`src/sv/tkt_pkg.sv`:
```
// Shared types, byte codes and the key table of the terminal key tokenizer.
package tkt_pkg;

    localparam int DEF_BUFFER_DEPTH = 16;
    localparam int BYTE_W           = 8;
    localparam int LEN_W            = 5;
    localparam int MAX_RESULTS      = 16;
    localparam int RES_W            = 5;

    localparam logic [LEN_W-1:0] MAX_LEN = 5'd31;

    typedef logic [BYTE_W-1:0]       t_byte;
    typedef logic [3:0][BYTE_W-1:0]  t_head_bytes;

    // escape sequence bytes
    localparam t_byte CH_ESC       = 8'h1B;
    localparam t_byte CH_LBRACKET  = 8'h5B;
    localparam t_byte CH_SS3       = 8'h4F;
    localparam t_byte CSI_PARAM_LO = 8'h30;
    localparam t_byte CSI_PARAM_HI = 8'h3F;

    // key bytes
    localparam t_byte CH_A     = 8'h41;
    localparam t_byte CH_B     = 8'h42;
    localparam t_byte CH_5     = 8'h35;
    localparam t_byte CH_6     = 8'h36;
    localparam t_byte CH_TILDE = 8'h7E;
    localparam t_byte CH_K     = 8'h6B;
    localparam t_byte CH_J     = 8'h6A;
    localparam t_byte CH_DLE   = 8'h10;
    localparam t_byte CH_SO    = 8'h0E;
    localparam t_byte CH_CR    = 8'h0D;
    localparam t_byte CH_PLUS  = 8'h2B;
    localparam t_byte CH_MINUS = 8'h2D;
    localparam t_byte CH_M     = 8'h6D;
    localparam t_byte CH_Q     = 8'h71;

    // UTF-8 ranges
    localparam t_byte U8_ASCII_LO = 8'h00;
    localparam t_byte U8_ASCII_HI = 8'h7F;
    localparam t_byte U8_LEAD2_LO = 8'hC2;
    localparam t_byte U8_LEAD2_HI = 8'hDF;
    localparam t_byte U8_LEAD3_LO = 8'hE0;
    localparam t_byte U8_LEAD3_HI = 8'hEF;
    localparam t_byte U8_LEAD_HI  = 8'hF4;
    localparam t_byte U8_CONT_LO  = 8'h80;
    localparam t_byte U8_CONT_HI  = 8'hBF;
    localparam t_byte U8_LEAD_E0  = 8'hE0;
    localparam t_byte U8_LEAD_ED  = 8'hED;
    localparam t_byte U8_LEAD_F0  = 8'hF0;
    localparam t_byte U8_LEAD_F4  = 8'hF4;
    localparam t_byte U8_E0_LO    = 8'hA0;
    localparam t_byte U8_ED_HI    = 8'h9F;
    localparam t_byte U8_F0_LO    = 8'h90;
    localparam t_byte U8_F4_HI    = 8'h8F;

    typedef enum logic [2:0] {
        KEY_NONE,
        KEY_UP,
        KEY_DOWN,
        KEY_SELECT,
        KEY_VOL_UP,
        KEY_VOL_DOWN,
        KEY_MUTE,
        KEY_QUIT
    } t_key;

    typedef enum logic {
        CMD_BYTE,
        CMD_TIMEOUT
    } t_cmd_kind;

    typedef struct packed {
        t_cmd_kind kind;
        t_byte     data;
    } t_cmd;

    typedef enum logic [3:0] {
        ST_IDLE,
        ST_WRITE,
        ST_LOAD,
        ST_SC_HEAD,
        ST_SC_CSI,
        ST_SC_SS3,
        ST_SC_UTF,
        ST_EMIT,
        ST_FINISH
    } t_state;

    typedef enum logic [1:0] {
        SC_MORE,
        SC_DONE,
        SC_PART
    } t_scan_act;

    // exact match of a token against the fixed key table; len 0 means no match
    function automatic t_key key_lookup(input logic [2:0] len, input t_head_bytes b);
        t_key k;
        k = KEY_NONE;
        case (len)
            3'd1: begin
                case (b[0])
                    CH_K, CH_DLE:   k = KEY_UP;
                    CH_J, CH_SO:    k = KEY_DOWN;
                    CH_CR:          k = KEY_SELECT;
                    CH_PLUS:        k = KEY_VOL_UP;
                    CH_MINUS:       k = KEY_VOL_DOWN;
                    CH_M:           k = KEY_MUTE;
                    CH_Q, CH_ESC:   k = KEY_QUIT;
                    default:        k = KEY_NONE;
                endcase
            end
            3'd3: begin
                if (b[0] == CH_ESC && b[1] == CH_LBRACKET) begin
                    if (b[2] == CH_A) begin
                        k = KEY_UP;
                    end else if (b[2] == CH_B) begin
                        k = KEY_DOWN;
                    end
                end
            end
            3'd4: begin
                if (b[0] == CH_ESC && b[1] == CH_LBRACKET && b[3] == CH_TILDE) begin
                    if (b[2] == CH_5) begin
                        k = KEY_VOL_UP;
                    end else if (b[2] == CH_6) begin
                        k = KEY_VOL_DOWN;
                    end
                end
            end
            default: k = KEY_NONE;
        endcase
        return k;
    endfunction

endpackage

```
`src/sv/tkt_ram.sv`:
```
// Generic single-write, single-read RAM with registered read data.
module tkt_ram import tkt_pkg::*; #(
    parameter int WIDTH = BYTE_W,
    parameter int DEPTH = DEF_BUFFER_DEPTH
) (
    input  logic                     i_clk,
    input  logic                     i_we,
    input  logic [$clog2(DEPTH)-1:0] i_waddr,
    input  logic [WIDTH-1:0]         i_wdata,
    input  logic [$clog2(DEPTH)-1:0] i_raddr,
    output logic [WIDTH-1:0]         o_rdata
);

    logic [WIDTH-1:0] r_mem [DEPTH];
    logic [WIDTH-1:0] r_rdata;

    always_ff @(posedge i_clk) begin
        if (i_we) begin
            r_mem[i_waddr] <= i_wdata;
        end
        r_rdata <= r_mem[i_raddr];
    end

    assign o_rdata = r_rdata;

endmodule

```
`src/sv/tkt_front.sv`:
```
// Input side: takes stream words, tags them as byte or timeout, two-entry command queue.
module tkt_front import tkt_pkg::*; (
    input  logic              i_clk,
    input  logic              i_rst_n,
    input  logic              i_tvalid,
    output logic              o_tready,
    input  logic [BYTE_W-1:0] i_tdata,
    input  logic              i_tuser,
    output logic              o_cmd_valid,
    input  logic              i_cmd_ready,
    output t_cmd              o_cmd
);

    localparam int QD = 2;

    t_cmd       r_q [QD];
    logic       r_wp, n_wp;
    logic       r_rp, n_rp;
    logic [1:0] r_fill, n_fill;
    t_cmd       cmd_in;
    logic       push, pop;

    always_comb begin
        cmd_in.kind = i_tuser ? CMD_TIMEOUT : CMD_BYTE;
        cmd_in.data = i_tdata;
    end

    assign o_tready    = (r_fill != 2'(QD));
    assign o_cmd_valid = (r_fill != 2'd0);
    assign o_cmd       = r_q[r_rp];
    assign push        = i_tvalid && o_tready;
    assign pop         = o_cmd_valid && i_cmd_ready;

    always_comb begin
        n_wp   = push ? ~r_wp : r_wp;
        n_rp   = pop  ? ~r_rp : r_rp;
        n_fill = r_fill + 2'(push) - 2'(pop);
    end

    always_ff @(posedge i_clk) begin
        if (!i_rst_n) begin
            r_wp   <= 1'b0;
            r_rp   <= 1'b0;
            r_fill <= 2'd0;
        end else begin
            r_wp   <= n_wp;
            r_rp   <= n_rp;
            r_fill <= n_fill;
        end
    end

    always_ff @(posedge i_clk) begin
        if (push) begin
            r_q[r_wp] <= cmd_in;
        end
    end

endmodule

```
`src/sv/tkt_back.sv`:
```
// Back end: pending byte buffer, byte-serial token scanner and result output register.
module tkt_back import tkt_pkg::*; #(
    parameter int BUFFER_DEPTH = DEF_BUFFER_DEPTH
) (
    input  logic              i_clk,
    input  logic              i_rst_n,
    input  logic              i_cmd_valid,
    output logic              o_cmd_ready,
    input  t_cmd              i_cmd,
    output logic              o_tvalid,
    input  logic              i_tready,
    output logic [BYTE_W-1:0] o_tdata,
    output logic              o_tlast
);

    localparam int AW = $clog2(BUFFER_DEPTH);
    localparam int CW = $clog2(BUFFER_DEPTH + 1);
    localparam int SW = CW + 1;
    localparam int LW = (CW > LEN_W) ? CW : LEN_W;
    localparam logic [CW-1:0] FULL = CW'(BUFFER_DEPTH);

    // circular buffer index add, off <= BUFFER_DEPTH
    function automatic logic [AW-1:0] wrap_add(input logic [AW-1:0] base,
                                               input logic [CW-1:0] off);
        logic [SW-1:0] sum;
        sum = SW'(base) + SW'(off);
        if (sum >= SW'(BUFFER_DEPTH)) begin
            sum = sum - SW'(BUFFER_DEPTH);
        end
        return sum[AW-1:0];
    endfunction

    t_state            r_state, n_state;
    logic [AW-1:0]     r_head, n_head;
    logic [CW-1:0]     r_cnt, n_cnt;
    logic [CW-1:0]     r_idx, n_idx;
    logic [1:0]        r_esc, n_esc;
    logic [1:0]        r_rem, n_rem;
    t_byte             r_lo, n_lo;
    t_byte             r_hi, n_hi;
    t_head_bytes       r_b, n_b;
    logic [CW-1:0]     r_len, n_len;
    logic              r_force, n_force;
    logic              r_pend, n_pend;
    t_byte             r_byte, n_byte;
    logic [RES_W-1:0]  r_produced, n_produced;
    logic              r_hold_v, n_hold_v;
    logic [LEN_W-1:0]  r_hold_len, n_hold_len;
    t_key              r_hold_key, n_hold_key;
    logic              r_out_v, n_out_v;
    logic [LEN_W-1:0]  r_out_len, n_out_len;
    t_key              r_out_key, n_out_key;
    logic              r_out_last, n_out_last;

    logic              ram_we;
    logic [AW-1:0]     ram_waddr, ram_raddr;
    t_byte             rd_data;

    t_scan_act         sc_act;
    logic [CW-1:0]     sc_len;
    t_state            sc_goto;
    logic [1:0]        sc_esc, sc_rem;
    t_byte             sc_lo, sc_hi;
    logic              at_end;
    logic [CW-1:0]     idx_p1, e_len, e_p1;
    t_state            post_state;
    logic              out_free, emit_go, budget_out;
    logic [LW-1:0]     len_ext;
    logic [LEN_W-1:0]  tok_len;
    t_key              tok_key;

    tkt_ram #(
        .WIDTH (BYTE_W),
        .DEPTH (BUFFER_DEPTH)
    ) u_ram (
        .i_clk   (i_clk),
        .i_we    (ram_we),
        .i_waddr (ram_waddr),
        .i_wdata (r_byte),
        .i_raddr (ram_raddr),
        .o_rdata (rd_data)
    );

    assign out_free   = !r_out_v || i_tready;
    assign emit_go    = !r_hold_v || out_free;
    assign budget_out = (r_produced == RES_W'(MAX_RESULTS));
    assign post_state = r_pend ? ST_WRITE : ST_FINISH;
    assign at_end     = (r_idx == r_cnt);
    assign idx_p1     = r_idx + CW'(1);
    assign e_len      = CW'(r_esc);
    assign e_p1       = CW'(r_esc) + CW'(1);

    // token length and key of the token at the head
    always_comb begin
        len_ext = LW'(r_len);
        tok_len = (len_ext > LW'(MAX_LEN)) ? MAX_LEN : len_ext[LEN_W-1:0];
        tok_key = key_lookup((len_ext <= LW'(4)) ? len_ext[2:0] : 3'd0, r_b);
    end

    // one scanned byte per cycle: rd_data is the byte at index r_idx
    always_comb begin
        sc_act  = SC_MORE;
        sc_len  = idx_p1;
        sc_goto = r_state;
        sc_esc  = r_esc;
        sc_rem  = r_rem;
        sc_lo   = r_lo;
        sc_hi   = r_hi;
        case (r_state)
            ST_SC_HEAD: begin
                if (at_end) begin
                    sc_act = SC_PART;
                    sc_len = e_len;
                end else if (rd_data == CH_ESC && r_esc != 2'd2) begin
                    sc_esc = r_esc + 2'd1;
                end else if (r_esc != 2'd0 && rd_data == CH_LBRACKET) begin
                    sc_goto = ST_SC_CSI;
                end else if (r_esc != 2'd0 && rd_data == CH_SS3) begin
                    sc_goto = ST_SC_SS3;
                end else if (r_esc == 2'd2) begin
                    // double escape before an unknown byte stands alone
                    sc_act = SC_DONE;
                    sc_len = CW'(2);
                end else if (rd_data inside {[U8_ASCII_LO:U8_ASCII_HI]}) begin
                    sc_act = SC_DONE;
                    sc_len = e_p1;
                end else if (!(rd_data inside {[U8_LEAD2_LO:U8_LEAD_HI]})) begin
                    sc_act = SC_DONE;
                    sc_len = e_p1;
                end else begin
                    sc_goto = ST_SC_UTF;
                    if (rd_data inside {[U8_LEAD2_LO:U8_LEAD2_HI]}) begin
                        sc_rem = 2'd1;
                    end else if (rd_data inside {[U8_LEAD3_LO:U8_LEAD3_HI]}) begin
                        sc_rem = 2'd2;
                    end else begin
                        sc_rem = 2'd3;
                    end
                    sc_lo = (rd_data == U8_LEAD_E0) ? U8_E0_LO :
                            (rd_data == U8_LEAD_F0) ? U8_F0_LO : U8_CONT_LO;
                    sc_hi = (rd_data == U8_LEAD_ED) ? U8_ED_HI :
                            (rd_data == U8_LEAD_F4) ? U8_F4_HI : U8_CONT_HI;
                end
            end
            ST_SC_CSI: begin
                if (at_end) begin
                    sc_act = SC_PART;
                    sc_len = e_len;
                end else if (!(rd_data inside {[CSI_PARAM_LO:CSI_PARAM_HI]})) begin
                    sc_act = SC_DONE;
                end
            end
            ST_SC_SS3: begin
                if (at_end) begin
                    sc_act = SC_PART;
                    sc_len = e_len;
                end else begin
                    sc_act = SC_DONE;
                end
            end
            ST_SC_UTF: begin
                if (at_end) begin
                    sc_act = SC_PART;
                    sc_len = e_p1;
                end else if (rd_data < r_lo || rd_data > r_hi) begin
                    sc_act = SC_DONE;
                    sc_len = e_p1;
                end else if (r_rem == 2'd1) begin
                    sc_act = SC_DONE;
                end else begin
                    sc_rem = r_rem - 2'd1;
                    sc_lo  = U8_CONT_LO;
                    sc_hi  = U8_CONT_HI;
                end
            end
            default: sc_act = SC_MORE;
        endcase
    end

    // next state
    always_comb begin
        n_state = r_state;
        case (r_state)
            ST_IDLE: begin
                if (i_cmd_valid) begin
                    n_state = (i_cmd.kind == CMD_BYTE && r_cnt != FULL) ? ST_WRITE : ST_LOAD;
                end
            end
            ST_WRITE: n_state = ST_LOAD;
            ST_LOAD: begin
                n_state = (r_cnt == '0 || budget_out) ? post_state : ST_SC_HEAD;
            end
            ST_SC_HEAD, ST_SC_CSI, ST_SC_SS3, ST_SC_UTF: begin
                case (sc_act)
                    SC_MORE: n_state = sc_goto;
                    SC_DONE: n_state = ST_EMIT;
                    SC_PART: n_state = r_force ? ST_EMIT : post_state;
                    default: n_state = post_state;
                endcase
            end
            ST_EMIT: begin
                if (emit_go) begin
                    n_state = ST_LOAD;
                end
            end
            ST_FINISH: begin
                if (!r_hold_v || out_free) begin
                    n_state = ST_IDLE;
                end
            end
            default: n_state = ST_IDLE;
        endcase
    end

    // datapath and outputs
    always_comb begin
        n_head     = r_head;
        n_cnt      = r_cnt;
        n_idx      = r_idx;
        n_esc      = r_esc;
        n_rem      = r_rem;
        n_lo       = r_lo;
        n_hi       = r_hi;
        n_b        = r_b;
        n_len      = r_len;
        n_force    = r_force;
        n_pend     = r_pend;
        n_byte     = r_byte;
        n_produced = r_produced;
        n_hold_v   = r_hold_v;
        n_hold_len = r_hold_len;
        n_hold_key = r_hold_key;
        n_out_v    = r_out_v && !i_tready;
        n_out_len  = r_out_len;
        n_out_key  = r_out_key;
        n_out_last = r_out_last;
        o_cmd_ready = 1'b0;
        ram_we      = 1'b0;
        ram_waddr   = wrap_add(r_head, r_cnt);
        ram_raddr   = r_head;
        case (r_state)
            ST_IDLE: begin
                o_cmd_ready = 1'b1;
                if (i_cmd_valid) begin
                    n_byte     = i_cmd.data;
                    n_produced = '0;
                    // a full buffer is resolved as on a timeout before the byte goes in
                    n_force    = (i_cmd.kind == CMD_TIMEOUT) || (r_cnt == FULL);
                    n_pend     = (i_cmd.kind == CMD_BYTE);
                end
            end
            ST_WRITE: begin
                ram_we = 1'b1;
                n_cnt  = r_cnt + CW'(1);
                n_pend = 1'b0;
            end
            ST_LOAD: begin
                ram_raddr = r_head;
                n_idx     = '0;
                n_esc     = 2'd0;
            end
            ST_SC_HEAD, ST_SC_CSI, ST_SC_SS3, ST_SC_UTF: begin
                ram_raddr = (idx_p1 < r_cnt) ? wrap_add(r_head, idx_p1) : r_head;
                if (!at_end && r_idx < CW'(4)) begin
                    n_b[r_idx[1:0]] = rd_data;
                end
                n_idx = idx_p1;
                n_len = sc_len;
                n_esc = sc_esc;
                n_rem = sc_rem;
                n_lo  = sc_lo;
                n_hi  = sc_hi;
            end
            ST_EMIT: begin
                if (emit_go) begin
                    if (r_hold_v) begin
                        n_out_v    = 1'b1;
                        n_out_len  = r_hold_len;
                        n_out_key  = r_hold_key;
                        n_out_last = 1'b0;
                    end
                    n_hold_v   = 1'b1;
                    n_hold_len = tok_len;
                    n_hold_key = tok_key;
                    n_head     = wrap_add(r_head, r_len);
                    n_cnt      = r_cnt - r_len;
                    n_produced = r_produced + RES_W'(1);
                    n_force    = 1'b0;
                end
            end
            ST_FINISH: begin
                if (r_hold_v && out_free) begin
                    n_out_v    = 1'b1;
                    n_out_len  = r_hold_len;
                    n_out_key  = r_hold_key;
                    n_out_last = 1'b1;
                    n_hold_v   = 1'b0;
                end
            end
            default: n_out_v = r_out_v && !i_tready;
        endcase
    end

    always_ff @(posedge i_clk) begin
        if (!i_rst_n) begin
            r_state    <= ST_IDLE;
            r_head     <= '0;
            r_cnt      <= '0;
            r_force    <= 1'b0;
            r_pend     <= 1'b0;
            r_produced <= '0;
            r_hold_v   <= 1'b0;
            r_out_v    <= 1'b0;
        end else begin
            r_state    <= n_state;
            r_head     <= n_head;
            r_cnt      <= n_cnt;
            r_force    <= n_force;
            r_pend     <= n_pend;
            r_produced <= n_produced;
            r_hold_v   <= n_hold_v;
            r_out_v    <= n_out_v;
        end
    end

    always_ff @(posedge i_clk) begin
        r_idx      <= n_idx;
        r_esc      <= n_esc;
        r_rem      <= n_rem;
        r_lo       <= n_lo;
        r_hi       <= n_hi;
        r_b        <= n_b;
        r_len      <= n_len;
        r_byte     <= n_byte;
        r_hold_len <= n_hold_len;
        r_hold_key <= n_hold_key;
        r_out_len  <= n_out_len;
        r_out_key  <= n_out_key;
        r_out_last <= n_out_last;
    end

    assign o_tvalid = r_out_v;
    assign o_tdata  = {r_out_key, r_out_len};
    assign o_tlast  = r_out_last;

`ifndef NO_ASSERTIONS
    a_cnt_grows_on_write: assert property (@(posedge i_clk) disable iff (!i_rst_n)
        (i_rst_n && r_state != ST_WRITE) |=> (r_cnt <= $past(r_cnt)))
        else $error("buffer count grew outside a write");

    a_write_not_full: assert property (@(posedge i_clk) disable iff (!i_rst_n)
        (r_state == ST_WRITE) |-> (r_cnt < FULL))
        else $error("byte written into a full buffer");

    a_emit_len: assert property (@(posedge i_clk) disable iff (!i_rst_n)
        (r_state == ST_EMIT) |-> (r_len != '0 && r_len <= r_cnt))
        else $error("token length outside the pending bytes");

    a_emit_budget: assert property (@(posedge i_clk) disable iff (!i_rst_n)
        (r_state == ST_EMIT) |-> (r_produced < RES_W'(MAX_RESULTS)))
        else $error("more tokens than the per-word budget");

    a_cmd_clean: assert property (@(posedge i_clk) disable iff (!i_rst_n)
        (o_cmd_ready && i_cmd_valid) |-> (!r_hold_v && !r_pend))
        else $error("new word taken with a token or byte still held");
`endif

endmodule

```
`src/sv/terminal_key_tokenizer_top.sv`:
```
// Terminal key tokenizer top level: command queue, scanner back end, pending-byte RAM.
// Sequence: a byte word is written into the buffer, then the buffer head is loaded and
//   rescanned byte by byte; each token found adds an emit, then a reload of the buffer head.
// Throughput: sequential, the back end takes no new word until it is done with the last;
//   the scan is paced by the one-byte-per-cycle RAM read port.
// Reset: synchronous, active low; clears queue, buffer count and scanner, not the bytes.
module terminal_key_tokenizer_top import tkt_pkg::*; #(
    parameter int BUFFER_DEPTH = DEF_BUFFER_DEPTH
) (
    input  logic              i_clk,
    input  logic              i_rst_n,
    // input words
    input  logic              s_axis_tvalid,
    output logic              s_axis_tready,
    input  logic [BYTE_W-1:0] s_axis_tdata,   // [7:0] byte_value
    input  logic              s_axis_tuser,   // [0] action: 0 byte, 1 timeout
    // token words
    output logic              m_axis_tvalid,
    input  logic              m_axis_tready,
    output logic [BYTE_W-1:0] m_axis_tdata,   // [4:0] token_length, [7:5] key_action
    output logic              m_axis_tlast    // last token of the input word
);

    logic cmd_valid;
    logic cmd_ready;
    t_cmd cmd;

    // Front end: accepts words while the back end is busy, up to two queued.
    tkt_front u_front (
        .i_clk       (i_clk),
        .i_rst_n     (i_rst_n),
        .i_tvalid    (s_axis_tvalid),
        .o_tready    (s_axis_tready),
        .i_tdata     (s_axis_tdata),
        .i_tuser     (s_axis_tuser),
        .o_cmd_valid (cmd_valid),
        .i_cmd_ready (cmd_ready),
        .o_cmd       (cmd)
    );

    // Back end: appends bytes, rescans the buffer head byte by byte, forces out
    // partial tokens on timeout or overflow, and holds back each token one slot
    // so the final one of a word can carry tlast. Output register decouples
    // the token stream from downstream stalls.
    tkt_back #(
        .BUFFER_DEPTH (BUFFER_DEPTH)
    ) u_back (
        .i_clk       (i_clk),
        .i_rst_n     (i_rst_n),
        .i_cmd_valid (cmd_valid),
        .o_cmd_ready (cmd_ready),
        .i_cmd       (cmd),
        .o_tvalid    (m_axis_tvalid),
        .i_tready    (m_axis_tready),
        .o_tdata     (m_axis_tdata),
        .o_tlast     (m_axis_tlast)
    );

endmodule
```
`config.mk`:
```
export PLATFORM = sky130hd
export DESIGN_NAME = terminal_key_tokenizer_top
export DESIGN_NICKNAME = d
export VERILOG_FILES = /design/src/sv/tkt_pkg.sv /design/src/sv/tkt_ram.sv /design/src/sv/tkt_front.sv /design/src/sv/tkt_back.sv /design/src/sv/terminal_key_tokenizer_top.sv
export SDC_FILE = /design/constraint.sdc
export NUM_CORES = 1
export LEC_CHECK = 0
export CORE_AREA = 3 3 128 191
export DETAILED_ROUTE_END_ITERATION = 10
export DIE_AREA = 0 0 131 194
export DONT_BUFFER_PORTS = 1
export PLACE_DENSITY_LB_ADDON = 0.1
export SKIP_CTS_REPAIR_TIMING = 1
export SYNTH_ARGS = -nofsm -noshare
export SYNTH_HDL_FRONTEND = slang
export SYNTH_SLANG_ARGS = --single-unit
```
`constraint.sdc`:
```
create_clock -name i_clk -period 4.09 [get_ports i_clk]
set_input_delay 0.818 -clock i_clk [delete_from_list [all_inputs] [get_ports i_clk]]
set_output_delay 0.818 -clock i_clk [all_outputs]
set_load 0.01 [all_outputs]
```
==> impl_results.html <==
<table>
<tr><th>Metric</th><th>Value</th></tr>
<tr><th colspan="2">Floorplan</th></tr>
<tr><td>Count of boundary I/O pins</td><td>24</td></tr>
<tr><td>Placeable core area</td><td>approximately 23000 sq um</td></tr>
<tr><td>Die span in x</td><td>between 100 and 150 um</td></tr>
<tr><td>Effective utilization at floorplan</td><td>0.492</td></tr>
<tr><td>Vertical extent of the die</td><td>slightly below 200 um</td></tr>
<tr><td>Standard-cell rows</td><td>slightly below 70</td></tr>
<tr><td>Die area</td><td>roughly 25000 sq um</td></tr>
<tr><th colspan="2">Synthesis</th></tr>
<tr><td>Synthesized netlist net count</td><td>940</td></tr>
<tr><td>Count of cell types in the netlist</td><td>74</td></tr>
<tr><td>Post-synthesis cell type with the largest combined area</td><td>sky130_fd_sc_hd__edfxtp_1</td></tr>
<tr><td>Gate count of the mapped netlist</td><td>890</td></tr>
<tr><td>Fraction of the yosys area taken by sequential cells</td><td>0.646</td></tr>
<tr><td>EDFF count, synth</td><td>between 200 and 250</td></tr>
<tr><td>Primary FF master, synth</td><td>sky130_fd_sc_hd__edfxtp_1</td></tr>
<tr><td>Average size of a mapped cell</td><td>between 10 and 15 sq um</td></tr>
<tr><td>Share of the synthesized area in the top cell type</td><td>0.585</td></tr>
<tr><td>Post-synthesis sequential element count</td><td>256</td></tr>
<tr><td>Area of the mapped netlist</td><td>11400 sq um</td></tr>
<tr><td>Synth top area cells</td><td>sky130_fd_sc_hd__edfxtp_1 58%, sky130_fd_sc_hd__dfxtp_1 6.2%, sky130_fd_sc_hd__ha_1 3.6%</td></tr>
<tr><td>Yosys warnings</td><td>0</td></tr>
<tr><td>Fraction of registers with async set or reset after synthesis</td><td>0</td></tr>
<tr><th colspan="2">Pwr</th></tr>
<tr><td>Maximum VDD drop</td><td>0.553 mV</td></tr>
<tr><td>P_sw</td><td>between 1.5 and 2 mW</td></tr>
<tr><td>Sequential Power Share</td><td>0.516</td></tr>
<tr><td>Combinational cell fraction of total power</td><td>0.169</td></tr>
<tr><td>Leakage Power</td><td>about 4.2 nW</td></tr>
<tr><td>Internal portion of total power</td><td>just over 5 mW</td></tr>
<tr><td>Power Dens Cells</td><td>roughly 560 nW/um^2</td></tr>
<tr><td>Clk network pwr share</td><td>0.316</td></tr>
<tr><td>Switching share of power</td><td>0.280</td></tr>
<tr><td>Total power</td><td>roughly 7 mW</td></tr>
<tr><th colspan="2">Timing</th></tr>
<tr><td>Setup TNS</td><td>0 ns</td></tr>
<tr><td>RSZ-0062 raised after global routing</td><td>no</td></tr>
<tr><td>Tcrit/Tclk final</td><td>0.927</td></tr>
<tr><td>Setup slack of the critical path after layout</td><td>0.299 ns</td></tr>
<tr><td>Time the final worst path needs with I/O delays and setup</td><td>around 3.8 ns</td></tr>
<tr><td>Final setup viols</td><td>0</td></tr>
<tr><td>Fin. max-slew vios</td><td>0</td></tr>
<tr><td>Achievable frequency</td><td>0.264 GHz</td></tr>
<tr><td>Final hold violation count</td><td>0</td></tr>
<tr><td>Headroom to the max-slew limit</td><td>0.291</td></tr>
<tr><td>Final-layout worst hold slack</td><td>0.398 ns</td></tr>
<tr><td>Clk_skew</td><td>between 0.008 and 0.009 ns</td></tr>
<tr><td>Transition time at the pin with the least slew margin</td><td>~1.1 ns</td></tr>
<tr><th colspan="2">Placed design</th></tr>
<tr><td>Gp weighted congestion</td><td>around 0.86</td></tr>
<tr><td>Half-perimeter wire length after placement</td><td>around 18000 um</td></tr>
<tr><td>Port bufs</td><td>0</td></tr>
<tr><td>Cell area after placement</td><td>roughly 12000 sq um</td></tr>
<tr><td>Post-Place Worst Slack</td><td>0.323 ns</td></tr>
<tr><td>Number of placed instances with taps included</td><td>roughly 1200</td></tr>
<tr><th colspan="2">Setup path</th></tr>
<tr><td>Slowest cell on crit path</td><td>sky130_fd_sc_hd__or4_1</td></tr>
<tr><td>Nature of the critical path startpoint</td><td>flop</td></tr>
<tr><td>Endpoint required time on the critical path</td><td>around 4.5 ns</td></tr>
<tr><td>CP endpoint kind</td><td>flop</td></tr>
<tr><td>Worst reg2reg startpoint</td><td>u_back.r_idx[0]</td></tr>
<tr><td>Critical path cell sequence</td><td>ha_1 &gt; nand3_1 &gt; xor2_1 &gt; inv_1 &gt; ha_1 &gt; a21oi_1 &gt; nand3_4 &gt; mux2i_4 &gt; buf_4 &gt; buf_4 &gt; a21oi_1 &gt; a221oi_1 &gt; or4_1</td></tr>
<tr><td>Critical setup path kind</td><td>reg -&gt; reg</td></tr>
<tr><td>Endpoint arrival time on the critical path</td><td>4.17 ns</td></tr>
<tr><td>Worst stage delay on the critical path</td><td>between 0.5 and 0.6 ns</td></tr>
<tr><td>Crit path max fanout</td><td>~40</td></tr>
<tr><td>Setup slack, reg-to-reg</td><td>~0.30 ns</td></tr>
<tr><td>Startpoint of the worst setup timing path</td><td>u_back.r_idx[0]</td></tr>
<tr><th colspan="2">Global route</th></tr>
<tr><td>Global-route wire length before repair</td><td>38900 um</td></tr>
<tr><td>GRT Overall Usage</td><td>0.197</td></tr>
<tr><td>Number of antenna violations at the first check in global routing</td><td>0</td></tr>
<tr><td>Total global routing overflow</td><td>0</td></tr>
<tr><td>Largest net degree at the start of global routing</td><td>42</td></tr>
<tr><td>Number of global-route vias before repair</td><td>7174</td></tr>
<tr><th colspan="2">Outcome</th></tr>
<tr><td>Status</td><td>finished, final reports clean</td></tr>
<tr><th colspan="2">Finish</th></tr>
<tr><td># diodes</td><td>0</td></tr>
<tr><td>Layout-stage area growth over the synthesis result</td><td>10.6%</td></tr>
<tr><td>Design Area, Final</td><td>around 13000 sq um</td></tr>
<tr><td>Final Net Count</td><td>953</td></tr>
<tr><td>Post-route non-filler standard cell count</td><td>~1200</td></tr>
<tr><td>Share of the core filled with cells</td><td>0.544</td></tr>
<tr><td>Fraction of final layout cells sized beyond drive strength 1</td><td>0.0890</td></tr>
<tr><th colspan="2">Routing</th></tr>
<tr><td>Highest metal layer with signal wires</td><td>met4</td></tr>
<tr><td>Total number of vias</td><td>approximately 7200</td></tr>
<tr><td>Post-route DRC violation count</td><td>0</td></tr>
<tr><td>Vias per cell</td><td>between 5 and 6</td></tr>
<tr><td>TritonRoute pass-1 iters</td><td>5</td></tr>
<tr><td>DRT iter0 DRCs</td><td>between 400 and 500</td></tr>
<tr><td>M1 wire length</td><td>slightly below 10000 um</td></tr>
<tr><td>Wirelength per Cell</td><td>20.4 um</td></tr>
<tr><td>Sum of met2 wire segment lengths after detailed routing</td><td>approximately 13000 um</td></tr>
<tr><td>Detail Route met3 WL</td><td>around 1200 um</td></tr>
<tr><td>Number of nets still failing antenna checks after routing</td><td>0</td></tr>
<tr><td>Total wire length after detailed routing</td><td>25300 um</td></tr>
<tr><th colspan="2">CTS</th></tr>
<tr><td>Clock input transition at the sequential cells of the worst setup and hold paths</td><td>roughly 0.060 ns</td></tr>
<tr><td>H-tree depth reported by CTS</td><td>1</td></tr>
<tr><td>Cell chosen for the clock root</td><td>sky130_fd_sc_hd__clkbuf_16</td></tr>
<tr><td>CTS sink cnt</td><td>about 260</td></tr>
<tr><td>Max Root-Sink Buffers</td><td>3</td></tr>
<tr><td>TritonCTS buffer count</td><td>25</td></tr>
<tr><td>CTS tree</td><td>done</td></tr>
<tr><td>Clock latency at the later pin of the worst-skew pair</td><td>around 0.5 ns</td></tr>
<tr><th colspan="2">Min path</th></tr>
<tr><td>Tightest Hold Check Type</td><td>in -&gt; reg</td></tr>
<tr><td>Hold_sp</td><td>s_axis_tuser</td></tr>
<tr><th colspan="2">Flow run</th></tr>
<tr><td>Number of max-cap violations</td><td>0</td></tr>
</table>
-- logic make-up (layout without fill, tap and decap cells) --
group	count (synthesis)	in the layout	synth area share
buf+inv	67	98	0.0265
simple gates	285	285	0.126
compound gates	194	194	0.114
fa+ha+maj	37	37	0.0434
mux	21	21	0.0204
xor+xnor	30	30	0.0231
flops	256	256	0.646
-- worst paths after layout --
kind,cells past startpoint,endpoint
worst min register to register,0,u_back.r_out_len[1]
worst max-delay path,13,u_back.u_ram.o_rdata[4]
worst min-delay path,0,u_front.r_q[1][8]
worst max register to register,13,u_back.u_ram.o_rdata[4]
-- cell usage in the layout (no fill, tap or decap), drive strengths merged, types with 5 or more instances in the layout --
| cell type | count |
|---|---|
| edfxtp | 221 |
| nand2 | 106 |
| a21oi | 82 |
| nor2 | 55 |
| clkbuf | 36 |
| dfxtp | 35 |
| a221oi | 33 |
| ha | 33 |
| inv | 30 |
| buf | 22 |
| xnor2 | 18 |
| o21ai | 18 |
| nand3 | 17 |
| and2 | 16 |
| nand2b | 13 |
| nor3 | 13 |
| xor2 | 12 |
| nor2b | 11 |
| mux2 | 11 |
| or4 | 10 |
| mux2i | 10 |
| a21boi | 9 |
| clkinv | 8 |
| nor4 | 7 |
| a21o | 7 |
| a22oi | 6 |
| nand3b | 6 |
| or3 | 5 |
| nor4b | 5 |
| nand4 | 5 |
-- power by group through the flow --
stage / registers [mW] / logic (mW) / clock network, mW
2_1_floorplan: 3.47 / 0.907 / 0
3_3_place_gp: 3.65 / 1.14 / 0
3_5_place_dp: 3.67 / 1.18 / 0
4_1_cts: 3.62 / 1.18 / 2.26
5_1_grt: 3.65 / 1.31 / 2.36
6_report: 3.61 / 1.18 / 2.21
-- cells in the mapped netlist, types with 3 or more instances --
library cell and number:
sky130_fd_sc_hd__a221oi_1 33, sky130_fd_sc_hd__edfxtp_1 221, sky130_fd_sc_hd__a21boi_0 9, sky130_fd_sc_hd__o21ai_1 3, sky130_fd_sc_hd__a21oi_1 81, sky130_fd_sc_hd__nor4b_1 5
sky130_fd_sc_hd__nand2b_1 13, sky130_fd_sc_hd__buf_6 4, sky130_fd_sc_hd__nand4_1 5, sky130_fd_sc_hd__nand3b_1 6, sky130_fd_sc_hd__nor4_1 7, sky130_fd_sc_hd__or3_1 5
sky130_fd_sc_hd__nand2_1 105, sky130_fd_sc_hd__or2_2 3, sky130_fd_sc_hd__ha_1 33, sky130_fd_sc_hd__and4b_1 3, sky130_fd_sc_hd__buf_2 12, sky130_fd_sc_hd__xnor2_1 18
sky130_fd_sc_hd__or4_1 10, sky130_fd_sc_hd__o211a_1 3, sky130_fd_sc_hd__inv_1 29, sky130_fd_sc_hd__fa_1 4, sky130_fd_sc_hd__mux2_2 10, sky130_fd_sc_hd__clkbuf_1 19
sky130_fd_sc_hd__nor2b_1 11, sky130_fd_sc_hd__nor2_1 55, sky130_fd_sc_hd__o211ai_1 3, sky130_fd_sc_hd__o21ai_0 15, sky130_fd_sc_hd__mux2i_1 9, sky130_fd_sc_hd__o21a_1 3
sky130_fd_sc_hd__nand3_1 16, sky130_fd_sc_hd__a21o_1 7, sky130_fd_sc_hd__nor3_1 12, sky130_fd_sc_hd__and2_1 16, sky130_fd_sc_hd__and3_1 4, sky130_fd_sc_hd__xor2_1 12
sky130_fd_sc_hd__o22ai_1 3, sky130_fd_sc_hd__dfxtp_1 35, sky130_fd_sc_hd__a22oi_1 6
-- state kept, by name, indices dropped and copies added (netlist names), 8 cells and up, named ones only --
signal,cells
u_back.r_b,32
u_back.r_byte,8
u_front.r_q,18
u_back.u_ram.r_mem,128
u_back.u_ram.o_rdata,8
-- worst max-delay path: cells and delay by family, from the launching register on --
family | cells | cell delay [ns]
XOR/XNOR | 1 | 0.26
flip-flops | 1 | 0.53
adder cells (fa/ha/maj) | 2 | 0.61
buffers and inverters | 3 | 0.64
AO/OA/AOI/OAI | 3 | 0.51
multiplexers | 1 | 0.24
AND/OR/NAND/NOR | 3 | 0.85
-- layer usage --
layer	up-vias	track usage
met5	-	0
met1	3509	0.234
met3	49	0.0284
met2	225	0.355
li1	3378	-
met4	0	0.0701
-- cell type report --
type | count | area (sq um)
Clock buffer | 36 | 697
Clock inverter | 9 | 96.3
Fill cell | 1925 | 10500
Inverter | 31 | 116
Multi-Input combinational cell | 567 | 3730
Sequential cell | 256 | 7340
Tap cell | 315 | 394
Timing Repair Buffer | 22 | 178
Power figures use the tool's default switching activity.
